### config.mk
export PLATFORM = sky130hd
export DESIGN_NAME = haptic_virtual_world_torque_core
export DESIGN_NICKNAME = d
export VERILOG_FILES = /design/src/hdl/hvw_pkg.sv /design/src/hdl/hvw_mul.sv /design/src/hdl/hvw_datapath.sv /design/src/hdl/hvw_ctrl.sv /design/src/hdl/haptic_virtual_world_torque_core.sv
export SDC_FILE = /design/constraint.sdc
export NUM_CORES = 2
export LEC_CHECK = 0
export BUFFER_PORTS_ARGS = -buffer_cell sky130_fd_sc_hd__buf_2
export CAP_MARGIN = 0
export CELL_PAD_IN_SITES_DETAIL_PLACEMENT = 1
export CELL_PAD_IN_SITES_GLOBAL_PLACEMENT = 1
export CORE_ASPECT_RATIO = 1.4
export CORE_UTILIZATION = 35
export DETAILED_ROUTE_END_ITERATION = 8
export GPL_ROUTABILITY_DRIVEN = 1
export GPL_TIMING_DRIVEN = 0
export PLACE_DENSITY_LB_ADDON = 0.25
export SKIP_CTS_REPAIR_TIMING = 1
export SLEW_MARGIN = 0
export SYNTH_ARGS = -nofsm -noshare
export SYNTH_HDL_FRONTEND = slang
export SYNTH_SLANG_ARGS = --single-unit
### constraint.sdc
create_clock -name clk -period 20.9 [get_ports clk]
set_input_delay 1.045 -clock clk [delete_from_list [all_inputs] [get_ports clk]]
set_output_delay 1.045 -clock clk [all_outputs]
set_load 0.03 [all_outputs]
### src/hdl/hvw_pkg.sv
// Shared types, constants and the step program of the haptic virtual world torque core.
package hvw_pkg;

  localparam logic [2:0] MODE_WALL               = 3'd0;
  localparam logic [2:0] MODE_SPRING             = 3'd1;
  localparam logic [2:0] MODE_SPRING_DAMPER      = 3'd2;
  localparam logic [2:0] MODE_WALL_DAMPER        = 3'd3;
  localparam logic [2:0] MODE_SPRING_MASS        = 3'd4;
  localparam logic [2:0] MODE_SPRING_MASS_DAMPER = 3'd5;

  localparam logic [1:0] REG_WORLD_MODE      = 2'd0;
  localparam logic [1:0] REG_SPRING_K        = 2'd1;
  localparam logic [1:0] REG_INVERSE_INERTIA = 2'd2;
  localparam logic [1:0] REG_STEP_TIME       = 2'd3;

  localparam int WALL_GAIN   = 500;
  localparam int SPRING_GAIN = 10;
  localparam int DAMP_SHIFT  = 2;
  localparam int STEP_RESET_NUM = 500;
  localparam int STEP_RESET_DEN = 1000;

  typedef enum logic [2:0] {
    OPA_T, OPA_K, OPA_B, OPA_G, OPA_TG, OPA_WALL, OPA_SPRING, OPA_DAMP
  } opa_t;

  typedef enum logic [2:0] {
    OPB_K, OPB_IJ, OPB_X2, OPB_ANG, OPB_VEL, OPB_X1_ANG, OPB_ANG_X1N, OPB_VEL_X2N
  } opb_t;

  typedef enum logic [2:0] {
    POST_B, POST_G, POST_TG, POST_X1N, POST_X2N_NEW, POST_X2N_ACC, POST_TQ_NEG, POST_TQ_SUB
  } post_t;

  typedef struct packed {
    logic  valid;
    opa_t  a;
    opb_t  b;
    post_t post;
  } uop_t;

  typedef struct packed {
    logic  load;
    logic  mul_start;
    opa_t  a_sel;
    opb_t  b_sel;
    logic  post_en;
    post_t post;
    logic  out_load;
    logic  commit;
  } hvw_cmd_t;

  typedef struct packed {
    logic ang_neg;
    logic mul_done;
  } hvw_status_t;

  function automatic uop_t mk(input opa_t a, input opb_t b, input post_t post);
    uop_t u;
    u.valid = 1'b1;
    u.a = a;
    u.b = b;
    u.post = post;
    return u;
  endfunction

  // Returns the multiply step at position idx of the program of a world.
  function automatic uop_t uop(input logic [2:0] mode, input logic [3:0] idx);
    uop_t u;
    u.valid = 1'b0;
    u.a = OPA_T;
    u.b = OPB_ANG;
    u.post = POST_TQ_NEG;
    case (mode)
      MODE_WALL: begin
        if (idx == 4'd0) u = mk(OPA_WALL, OPB_ANG, POST_TQ_NEG);
      end
      MODE_SPRING: begin
        if (idx == 4'd0) u = mk(OPA_SPRING, OPB_ANG, POST_TQ_NEG);
      end
      MODE_SPRING_DAMPER: begin
        if (idx == 4'd0) u = mk(OPA_SPRING, OPB_ANG, POST_TQ_NEG);
        else if (idx == 4'd1) u = mk(OPA_DAMP, OPB_VEL, POST_TQ_SUB);
      end
      MODE_WALL_DAMPER: begin
        if (idx == 4'd0) u = mk(OPA_WALL, OPB_ANG, POST_TQ_NEG);
        else if (idx == 4'd1) u = mk(OPA_WALL, OPB_VEL, POST_TQ_SUB);
      end
      MODE_SPRING_MASS: begin
        case (idx)
          4'd0: u = mk(OPA_T, OPB_K, POST_B);
          4'd1: u = mk(OPA_B, OPB_IJ, POST_G);
          4'd2: u = mk(OPA_T, OPB_X2, POST_X1N);
          4'd3: u = mk(OPA_G, OPB_X1_ANG, POST_X2N_NEW);
          4'd4: u = mk(OPA_K, OPB_ANG_X1N, POST_TQ_NEG);
          default: u.valid = 1'b0;
        endcase
      end
      MODE_SPRING_MASS_DAMPER: begin
        case (idx)
          4'd0: u = mk(OPA_T, OPB_K, POST_B);
          4'd1: u = mk(OPA_B, OPB_IJ, POST_G);
          4'd2: u = mk(OPA_T, OPB_X2, POST_X1N);
          4'd3: u = mk(OPA_G, OPB_X1_ANG, POST_X2N_NEW);
          4'd4: u = mk(OPA_T, OPB_K, POST_TG);
          4'd5: u = mk(OPA_TG, OPB_X2, POST_X2N_ACC);
          4'd6: u = mk(OPA_K, OPB_ANG_X1N, POST_TQ_NEG);
          4'd7: u = mk(OPA_B, OPB_VEL_X2N, POST_TQ_SUB);
          default: u.valid = 1'b0;
        endcase
        // The T*g product takes g, not k, as its second operand.
        if (idx == 4'd4) u.b = OPB_K;
      end
      default: u.valid = 1'b0;
    endcase
    return u;
  endfunction

endpackage

### src/hdl/hvw_mul.sv
// Multi-cycle saturating fixed-point multiplier built from four half-width partial products.
module hvw_mul
  import hvw_pkg::*;
#(
  parameter int DATA_WIDTH = 32,
  parameter int FRAC_BITS = 16,
  parameter int OP_WIDTH = 33
) (
  input  logic                         clk,
  input  logic                         rst,
  input  logic                         start,
  input  logic signed [OP_WIDTH-1:0]   opa,
  input  logic signed [OP_WIDTH-1:0]   opb,
  output logic signed [DATA_WIDTH-1:0] result,
  output logic                         done
);

  localparam int H = OP_WIDTH / 2;
  localparam int MW = 2 * H;
  localparam int AW = 2 * MW;
  localparam logic [AW-1:0] LIM_NEG = AW'(1) << (DATA_WIDTH - 1);
  localparam logic [AW-1:0] LIM_POS = LIM_NEG - AW'(1);

  logic                busy;
  logic [2:0]          cnt;
  logic                neg;
  logic [MW-1:0]       ma;
  logic [MW-1:0]       mb;
  logic [AW-1:0]       acc;

  logic signed [OP_WIDTH-1:0]   a_mag;
  logic signed [OP_WIDTH-1:0]   b_mag;
  logic [H-1:0]                 da;
  logic [H-1:0]                 db;
  logic [MW-1:0]                pp;
  logic [AW-1:0]                pp_sh;
  logic [AW-1:0]                r;
  logic [AW-1:0]                lim;
  logic [AW-1:0]                rs;
  logic [DATA_WIDTH-1:0]        rd;

  always_comb begin
    a_mag = opa[OP_WIDTH-1] ? -opa : opa;
    b_mag = opb[OP_WIDTH-1] ? -opb : opb;
    da = cnt[0] ? ma[MW-1:H] : ma[H-1:0];
    db = cnt[1] ? mb[MW-1:H] : mb[H-1:0];
    pp = MW'(da) * MW'(db);
    if (cnt[0] && cnt[1]) begin
      pp_sh = AW'(pp) << MW;
    end else if (cnt[0] || cnt[1]) begin
      pp_sh = AW'(pp) << H;
    end else begin
      pp_sh = AW'(pp);
    end
    r = acc >> FRAC_BITS;
    lim = neg ? LIM_NEG : LIM_POS;
    rs = (r > lim) ? lim : r;
    rd = rs[DATA_WIDTH-1:0];
  end

  always_ff @(posedge clk) begin
    if (rst) begin
      busy <= 1'b0;
      done <= 1'b0;
      cnt <= '0;
    end else begin
      done <= 1'b0;
      if (start) begin
        busy <= 1'b1;
        cnt <= '0;
      end else if (busy) begin
        if (cnt[2]) begin
          busy <= 1'b0;
          done <= 1'b1;
        end else begin
          cnt <= cnt + 3'd1;
        end
      end
    end
  end

  always_ff @(posedge clk) begin
    if (start) begin
      neg <= opa[OP_WIDTH-1] ^ opb[OP_WIDTH-1];
      ma <= MW'(a_mag);
      mb <= MW'(b_mag);
      acc <= '0;
    end else if (busy) begin
      if (cnt[2]) begin
        result <= neg ? -$signed(rd) : $signed(rd);
      end else begin
        acc <= acc + pp_sh;
      end
    end
  end

  a_start_idle: assert property (@(posedge clk) disable iff (rst) start |-> !busy)
    else $error("multiplier started while busy");
  a_done_after_busy: assert property (@(posedge clk) disable iff (rst) done |-> $past(busy))
    else $error("multiplier done without a running product");
  a_done_idle: assert property (@(posedge clk) disable iff (rst) done |-> !busy)
    else $error("multiplier still busy when done");

endmodule

### src/hdl/hvw_datapath.sv
// Datapath: input and mass state registers, operand selection, saturating arithmetic.
module hvw_datapath
  import hvw_pkg::*;
#(
  parameter int DATA_WIDTH = 32,
  parameter int FRAC_BITS = 16
) (
  input  logic                         clk,
  input  logic                         rst,
  input  logic signed [DATA_WIDTH-1:0] angle,
  input  logic signed [DATA_WIDTH-1:0] velocity,
  input  logic [31:0]                  spring_k,
  input  logic [31:0]                  inverse_inertia,
  input  logic [15:0]                  step_time,
  input  logic                         clear_mass,
  input  hvw_cmd_t                     cmd,
  output hvw_status_t                  status,
  output logic signed [DATA_WIDTH-1:0] torque
);

  localparam int OW_BASE = (DATA_WIDTH > 32) ? DATA_WIDTH : 32;
  localparam int OW = (FRAC_BITS + 9 > OW_BASE) ? FRAC_BITS + 9 : OW_BASE;
  localparam int SW = OW + 1;
  localparam logic signed [SW-1:0] C_WALL = SW'(WALL_GAIN) << FRAC_BITS;
  localparam logic signed [SW-1:0] C_SPRING = SW'(SPRING_GAIN) << FRAC_BITS;
  localparam logic signed [SW-1:0] C_DAMP = SW'(1) << (FRAC_BITS - DAMP_SHIFT);
  localparam logic signed [DATA_WIDTH-1:0] VMAX = {1'b0, {(DATA_WIDTH-1){1'b1}}};
  localparam logic signed [DATA_WIDTH-1:0] VMIN = {1'b1, {(DATA_WIDTH-1){1'b0}}};

  logic signed [DATA_WIDTH-1:0] ang;
  logic signed [DATA_WIDTH-1:0] vel;
  logic signed [DATA_WIDTH-1:0] x1;
  logic signed [DATA_WIDTH-1:0] x2;
  logic signed [DATA_WIDTH-1:0] b;
  logic signed [DATA_WIDTH-1:0] g;
  logic signed [DATA_WIDTH-1:0] tg;
  logic signed [DATA_WIDTH-1:0] x1n;
  logic signed [DATA_WIDTH-1:0] x2n;
  logic signed [DATA_WIDTH-1:0] tq;

  logic signed [DATA_WIDTH-1:0] p;
  logic                         mul_done;
  logic signed [SW-1:0]         opa;
  logic signed [SW-1:0]         opb;
  logic signed [DATA_WIDTH-1:0] d_x1_ang;
  logic signed [DATA_WIDTH-1:0] d_ang_x1n;
  logic signed [DATA_WIDTH-1:0] d_vel_x2n;

  function automatic logic signed [DATA_WIDTH-1:0] sat_add(
    input logic signed [DATA_WIDTH-1:0] x,
    input logic signed [DATA_WIDTH-1:0] y
  );
    logic [DATA_WIDTH:0] s;
    s = {x[DATA_WIDTH-1], x} + {y[DATA_WIDTH-1], y};
    if (s[DATA_WIDTH] != s[DATA_WIDTH-1]) return s[DATA_WIDTH] ? VMIN : VMAX;
    return s[DATA_WIDTH-1:0];
  endfunction

  function automatic logic signed [DATA_WIDTH-1:0] sat_sub(
    input logic signed [DATA_WIDTH-1:0] x,
    input logic signed [DATA_WIDTH-1:0] y
  );
    logic [DATA_WIDTH:0] s;
    s = {x[DATA_WIDTH-1], x} - {y[DATA_WIDTH-1], y};
    if (s[DATA_WIDTH] != s[DATA_WIDTH-1]) return s[DATA_WIDTH] ? VMIN : VMAX;
    return s[DATA_WIDTH-1:0];
  endfunction

  always_comb begin
    d_x1_ang = sat_sub(x1, ang);
    d_ang_x1n = sat_sub(ang, x1n);
    d_vel_x2n = sat_sub(vel, x2n);
    case (cmd.a_sel)
      OPA_T:      opa = SW'(step_time);
      OPA_K:      opa = SW'(spring_k);
      OPA_B:      opa = SW'(b);
      OPA_G:      opa = SW'(g);
      OPA_TG:     opa = SW'(tg);
      OPA_WALL:   opa = C_WALL;
      OPA_SPRING: opa = C_SPRING;
      OPA_DAMP:   opa = C_DAMP;
      default:    opa = '0;
    endcase
    case (cmd.b_sel)
      OPB_K:       opb = (cmd.a_sel == OPA_T && cmd.post == POST_TG) ? SW'(g) : SW'(spring_k);
      OPB_IJ:      opb = SW'(inverse_inertia);
      OPB_X2:      opb = SW'(x2);
      OPB_ANG:     opb = SW'(ang);
      OPB_VEL:     opb = SW'(vel);
      OPB_X1_ANG:  opb = SW'(d_x1_ang);
      OPB_ANG_X1N: opb = SW'(d_ang_x1n);
      OPB_VEL_X2N: opb = SW'(d_vel_x2n);
      default:     opb = '0;
    endcase
    status.ang_neg = ang[DATA_WIDTH-1];
    status.mul_done = mul_done;
  end

  hvw_mul #(
    .DATA_WIDTH(DATA_WIDTH),
    .FRAC_BITS(FRAC_BITS),
    .OP_WIDTH(SW)
  ) u_mul (
    .clk(clk),
    .rst(rst),
    .start(cmd.mul_start),
    .opa(opa),
    .opb(opb),
    .result(p),
    .done(mul_done)
  );

  always_ff @(posedge clk) begin
    if (rst) begin
      x1 <= '0;
      x2 <= '0;
    end else if (clear_mass) begin
      x1 <= '0;
      x2 <= '0;
    end else if (cmd.commit) begin
      x1 <= x1n;
      x2 <= x2n;
    end
  end

  always_ff @(posedge clk) begin
    if (cmd.load) begin
      ang <= angle;
      vel <= velocity;
      tq <= '0;
    end else if (cmd.post_en) begin
      case (cmd.post)
        POST_B:       b <= p;
        POST_G:       g <= p;
        POST_TG:      tg <= p;
        POST_X1N:     x1n <= sat_add(x1, p);
        POST_X2N_NEW: x2n <= sat_sub(x2, p);
        POST_X2N_ACC: x2n <= sat_sub(x2n, p);
        POST_TQ_NEG:  tq <= sat_sub('0, p);
        POST_TQ_SUB:  tq <= sat_sub(tq, p);
        default:      tq <= tq;
      endcase
    end
    if (cmd.out_load) begin
      torque <= tq;
    end
  end

endmodule

### src/hdl/hvw_ctrl.sv
// Controller state machine: request handshakes and sequencing of the multiply steps.
module hvw_ctrl
  import hvw_pkg::*;
(
  input  logic        clk,
  input  logic        rst,
  input  logic [2:0]  world_mode,
  input  logic        in_valid,
  output logic        in_stall,
  output logic        out_valid,
  input  logic        out_stall,
  input  hvw_status_t status,
  output hvw_cmd_t    cmd
);

  typedef enum logic [3:0] {
    S_IDLE  = 4'b0001,
    S_ISSUE = 4'b0010,
    S_WAIT  = 4'b0100,
    S_DONE  = 4'b1000
  } state_t;

  state_t     state;
  state_t     state_next;
  logic [3:0] idx;
  logic [3:0] idx_next;
  logic       out_valid_next;
  uop_t       u;
  logic       skip;

  always_comb begin
    u = uop(world_mode, idx);
    skip = !u.valid ||
           ((world_mode inside {MODE_WALL, MODE_WALL_DAMPER}) && status.ang_neg);
    state_next = state;
    idx_next = idx;
    out_valid_next = out_valid && out_stall;
    cmd.load = 1'b0;
    cmd.mul_start = 1'b0;
    cmd.a_sel = u.a;
    cmd.b_sel = u.b;
    cmd.post_en = 1'b0;
    cmd.post = u.post;
    cmd.out_load = 1'b0;
    cmd.commit = 1'b0;
    in_stall = (state != S_IDLE);
    case (state)
      S_IDLE: begin
        if (in_valid) begin
          cmd.load = 1'b1;
          idx_next = '0;
          state_next = S_ISSUE;
        end
      end
      S_ISSUE: begin
        if (skip) begin
          state_next = S_DONE;
        end else begin
          cmd.mul_start = 1'b1;
          state_next = S_WAIT;
        end
      end
      S_WAIT: begin
        if (status.mul_done) begin
          cmd.post_en = 1'b1;
          idx_next = idx + 4'd1;
          state_next = S_ISSUE;
        end
      end
      S_DONE: begin
        if (!out_valid || !out_stall) begin
          cmd.out_load = 1'b1;
          cmd.commit = (world_mode inside {MODE_SPRING_MASS, MODE_SPRING_MASS_DAMPER});
          out_valid_next = 1'b1;
          state_next = S_IDLE;
        end
      end
      default: state_next = S_IDLE;
    endcase
  end

  always_ff @(posedge clk) begin
    if (rst) begin
      state <= S_IDLE;
      idx <= '0;
      out_valid <= 1'b0;
    end else begin
      state <= state_next;
      idx <= idx_next;
      out_valid <= out_valid_next;
    end
  end

  a_no_overwrite: assert property (@(posedge clk) disable iff (rst)
    cmd.out_load |-> (!out_valid || !out_stall))
    else $error("result register overwritten while a result waits");
  a_start_waits: assert property (@(posedge clk) disable iff (rst)
    cmd.mul_start |=> (state == S_WAIT))
    else $error("multiply started without waiting for it");
  a_done_steps: assert property (@(posedge clk) disable iff (rst)
    (state == S_WAIT && status.mul_done) |=> (state == S_ISSUE))
    else $error("finished multiply not followed by the next step");

endmodule

### src/hdl/haptic_virtual_world_torque_core.sv
// Top level: register port, controller and datapath of the haptic virtual world torque core.
//
//   Channel   Signals                               Direction
//   input     in_valid, in_stall, angle, velocity   request in, stall out
//   output    out_valid, out_stall, torque          request out, stall in
//   config    psel, penable, pwrite, paddr, pwdata  register writes and reads
//
// An item runs its products one after another; their number per world is:
// wall and spring 1, spring damper and wall damper 2, spring mass 5, spring mass damper 8.
// A wall or wall damper world with a negative angle runs no product. Each product runs on
// the shared multiplier, which sums four half-width partial products and then saturates.
// Reset clears the registers to their defaults and the mass state to zero.
// A new request is taken while a finished result still waits in the output register.
module haptic_virtual_world_torque_core
  import hvw_pkg::*;
#(
  parameter int DATA_WIDTH = 32,
  parameter int FRAC_BITS = 16
) (
  input  logic                         clk,
  input  logic                         rst,
  input  logic                         in_valid,
  output logic                         in_stall,
  input  logic signed [DATA_WIDTH-1:0] angle,
  input  logic signed [DATA_WIDTH-1:0] velocity,
  output logic                         out_valid,
  input  logic                         out_stall,
  output logic signed [DATA_WIDTH-1:0] torque,
  input  logic                         psel,
  input  logic                         penable,
  input  logic                         pwrite,
  input  logic [3:0]                   paddr,
  input  logic [31:0]                  pwdata,
  output logic [31:0]                  prdata,
  output logic                         pready
);

  localparam logic [31:0] K_RESET = 32'(1) << FRAC_BITS;
  localparam logic [15:0] T_RESET =
    16'(((1 << FRAC_BITS) + STEP_RESET_NUM) / STEP_RESET_DEN);

  logic [2:0]  world_mode;
  logic [31:0] spring_k;
  logic [31:0] inverse_inertia;
  logic [15:0] step_time;
  logic        wr;
  logic        clear_mass;
  hvw_cmd_t    cmd;
  hvw_status_t status;

  assign pready = 1'b1;
  assign wr = psel && penable && pwrite;
  assign clear_mass = wr && (paddr[3:2] == REG_WORLD_MODE);

  always_ff @(posedge clk) begin
    if (rst) begin
      world_mode <= MODE_WALL;
      spring_k <= K_RESET;
      inverse_inertia <= K_RESET;
      step_time <= T_RESET;
    end else if (wr) begin
      case (paddr[3:2])
        REG_WORLD_MODE:      world_mode <= pwdata[2:0];
        REG_SPRING_K:        spring_k <= pwdata;
        REG_INVERSE_INERTIA: inverse_inertia <= pwdata;
        REG_STEP_TIME:       step_time <= pwdata[15:0];
        default:             world_mode <= world_mode;
      endcase
    end
  end

  always_comb begin
    case (paddr[3:2])
      REG_WORLD_MODE:      prdata = 32'(world_mode);
      REG_SPRING_K:        prdata = spring_k;
      REG_INVERSE_INERTIA: prdata = inverse_inertia;
      REG_STEP_TIME:       prdata = 32'(step_time);
      default:             prdata = '0;
    endcase
  end

  hvw_ctrl u_ctrl (
    .clk(clk),
    .rst(rst),
    .world_mode(world_mode),
    .in_valid(in_valid),
    .in_stall(in_stall),
    .out_valid(out_valid),
    .out_stall(out_stall),
    .status(status),
    .cmd(cmd)
  );

  hvw_datapath #(
    .DATA_WIDTH(DATA_WIDTH),
    .FRAC_BITS(FRAC_BITS)
  ) u_datapath (
    .clk(clk),
    .rst(rst),
    .angle(angle),
    .velocity(velocity),
    .spring_k(spring_k),
    .inverse_inertia(inverse_inertia),
    .step_time(step_time),
    .clear_mass(clear_mass),
    .cmd(cmd),
    .status(status),
    .torque(torque)
  );

endmodule
==> run metrics <==
result of the run finished with violations; violated checks max-capacitance violations; area of the multi-input gates 0.0345 sq mm; maximum number of buffers from clock root to sink 3; antenna violations before repair 27; horizontal die dimension 331 microns; largest clock skew in the final design 0.0199 ns; port buffer count 169; number of enable flip-flop cells after synthesis 353; via count 49,700; total CTS buffers 70; vias in the first global route 51,900; gate count of the mapped netlist 6,249; Max IR drop VDD 0.0821 mV; DR WL/cell 28.7 microns; max-slew violation count 0; design area 0.0590 sq mm; data arrival at the endpoint of the critical path 15.08 ns; TritonCTS Sinks 610; first-pass GRT wire length 351 mm; placer congestion estimate 1.01; floorplan die area 0.153 sq mm; number of optimization iterations in the first detailed-route pass 6; sequential-to-total area share from yosys stat 0.297; number of library cell types mapped by synthesis 106; required time of the critical path 21.45 ns; crit-path most repeated cell sky130_fd_sc_hd__fa_1; global routing usage summed across all routing layers 0.316; area after detailed placement 0.0567 sq mm; FP Rows 168; residual overflow from global routing 0; flip-flop count of the largest register, all copies and words added 64; count of H-tree levels built during CTS 3; total wirelength of the detailed-routed design 245 mm; fill count 18,000; Ys Warns 0; final routed DRC violation total 0; crit share post-route 0.695; worst setup path category reg2reg; type of the worst min-delay path reg2reg; pin count of the biggest net entering global routing 53; remaining antenna violation count 0; Async S/R FF share, synth 0; Core Area 0.150 sq mm; Iteration-0 DRC Markers 3,415; most area-hungry cell type in the Yosys netlist sky130_fd_sc_hd__edfxtp_1; starting density of the core 0.353; detailed placement HPWL 202 mm; Mapped Area 0.0530 sq mm; clock root buffer sky130_fd_sc_hd__clkbuf_16; layout overhead on the synthesized area 11.4%; largest cells by area after synthesis sky130_fd_sc_hd__edfxtp_1 20%, sky130_fd_sc_hd__ha_1 10%, sky130_fd_sc_hd__dfxtp_1 9.7%, sky130_fd_sc_hd__fa_1 7.6%, sky130_fd_sc_hd__nand2_1 6.2%; most frequent cells after synthesis 879 x sky130_fd_sc_hd__nand2_1, 640 x sky130_fd_sc_hd__a21oi_1, 481 x sky130_fd_sc_hd__inv_1, 451 x sky130_fd_sc_hd__nor2_1, 433 x sky130_fd_sc_hd__ha_1; number of endpoints with negative hold slack in the final report 0; post-synthesis sequential element count 610; register clock-pin slew on the reported worst setup and hold paths 0.06 ns; sequential cell area in the final layout 0.0157 sq mm; Mapped Nets 6,991; Final Critical Period 14.53 ns; RSZ-0062 raised after global routing no; maximum clock rate 68.8 MHz; Slew @ Worst Pin 1.48 ns; die height 463 microns; Clk Latency, worst-skew pair 0.70 ns; area share of the largest cell type after synthesis 0.200; relative slew slack 0.00623; dominant register cell in the synthesized netlist sky130_fd_sc_hd__edfxtp_1; cell at the slowest stage of the critical path sky130_fd_sc_hd__mux2i_1; num ports 174; post-synthesis average cell area 8.48 sq um; number of failing setup endpoints in the final timing report 0; number of vias per cell 5.83; TNS Setup 0 ns; most frequent cell after synthesis sky130_fd_sc_hd__nand2_1; sort of element at the start of the critical path register; cell area power density 82.4 mW/mm^2; max-cap check violation count 2; kind of end point of the critical path register; # nets final 7,247; Static Leak 24.5 nW; maximum net fanout on the critical path 10; longest individual stage delay on the worst path 1.18 ns; Biggest register u_datapath.u_mul.acc; setup slack of the most critical reg-to-reg path 6.37 ns; CTS tree yes; fraction of layout instances using a drive strength above 1 0.0681
==> stage by stage <==
stage | util | setup WS, ns | instances | hold slack [ns] | power, mW
6_report | 0.393 | 6.37 | 8528 | 0.465 | 4.87
5_1_grt | 0.393 | 5.56 | 8518 | 0.487 | 5.13
4_1_cts | 0.393 | 6.37 | 8516 | 0.464 | 4.88
3_5_place_dp | 0.377 | 6.41 | 8388 | 0.454 | 3.55
3_3_place_gp | 0.375 | 6.65 | 8373 | 0.442 | 3.52
2_1_floorplan | - | 10.51 | 6249 | 0.431 | 2.82
==> per-layer routing <==
layer / global-route usage / part of all wire / vias up
met5: 0 / 0.00050 / -
met4: 0.247 / 0.090 / 18
met3: 0.0391 / 0.048 / 607
met2: 0.547 / 0.49 / 1580
met1: 0.347 / 0.37 / 24800
li1: - / - / 22700
==> worst max-delay path: cells and delay by family (launching register included) <==
family / cells / cell delay (ns)
adders and majority gates: 8 / 3.79
xor gates and xnor gates: 2 / 0.78
DFF: 1 / 0.46
muxes: 2 / 1.36
and+or+nand+nor: 7 / 0.99
AOI/OAI and AO/OA: 17 / 4.88
buffers and inverters: 7 / 2.09
==> layout make-up <==
type | instances | share of cell area
inverter | 481 | 0.0306
timing repair buffer | 184 | 0.0186
antenna | 12 | 0.000509
sequential | 610 | 0.267
buffer | 265 | 0.0176
multi-input combinational | 4893 | 0.585
clock inverter | 34 | 0.00685
clock buffer | 94 | 0.0331
tap | 1955 | 0.0414
==> layout by cell type (no fill, tap or decap), types with 47 or more instances in the layout <==
cell type | synthesis | layout
sky130_fd_sc_hd__nand2b_1 | 69 | 69
sky130_fd_sc_hd__nor2b_1 | 67 | 67
sky130_fd_sc_hd__fa_1 | 202 | 202
sky130_fd_sc_hd__nand3_1 | 84 | 84
sky130_fd_sc_hd__a211oi_1 | 58 | 58
sky130_fd_sc_hd__xor2_1 | 93 | 93
sky130_fd_sc_hd__a21oi_1 | 640 | 639
sky130_fd_sc_hd__xnor2_1 | 247 | 246
sky130_fd_sc_hd__inv_1 | 481 | 481
sky130_fd_sc_hd__o21ai_0 | 346 | 346
sky130_fd_sc_hd__mux2i_1 | 104 | 101
sky130_fd_sc_hd__clkbuf_16 | 0 | 72
sky130_fd_sc_hd__clkbuf_1 | 221 | 234
sky130_fd_sc_hd__a21o_1 | 175 | 175
sky130_fd_sc_hd__nand2_1 | 879 | 879
sky130_fd_sc_hd__a31oi_1 | 65 | 65
sky130_fd_sc_hd__a22o_1 | 47 | 47
sky130_fd_sc_hd__nand4_1 | 47 | 47
sky130_fd_sc_hd__and3_1 | 57 | 57
sky130_fd_sc_hd__ha_1 | 433 | 433
sky130_fd_sc_hd__edfxtp_1 | 353 | 353
sky130_fd_sc_hd__o21a_1 | 48 | 48
sky130_fd_sc_hd__buf_2 | 15 | 185
sky130_fd_sc_hd__nor2_1 | 451 | 446
sky130_fd_sc_hd__nor3_1 | 108 | 106
sky130_fd_sc_hd__dfxtp_1 | 257 | 257
==> power breakdown <==
part | total, mW | leakage [nW] | internal (mW) | switching [mW]
Combinational | 2.12 | 18.1 | 0.774 | 1.34
Clock | 1.32 | 1.15 | 0.741 | 0.574
Sequential | 1.43 | 5.31 | 1.33 | 0.100
==> cell families (layout without fill, tap and decap cells) <==
logic type | after synthesis | count (layout) | synth area share
xor+xnor | 340 | 340 | 0.0562
simple gates | 1985 | 1985 | 0.170
fa+ha+maj | 643 | 643 | 0.180
other cells | 1 | 13 | 0.0000707
compound gates | 1772 | 1772 | 0.212
flops | 610 | 610 | 0.297
mux | 152 | 152 | 0.0305
buf+inv | 746 | 1058 | 0.0535
==> final timing paths <==
path / from / endpoint / cells past startpoint
worst max-delay path: u_datapath.u_mul.cnt[0] / u_datapath.u_mul.acc[61] / 43
worst min-delay path: u_datapath.u_mul.acc[14] / u_datapath.u_mul.acc[14] / 2
worst max register to register: u_datapath.u_mul.cnt[0] / u_datapath.u_mul.acc[61] / 43
worst min register to register: u_datapath.u_mul.acc[14] / u_datapath.u_mul.acc[14] / 2
Power figures use the tool's default switching activity.
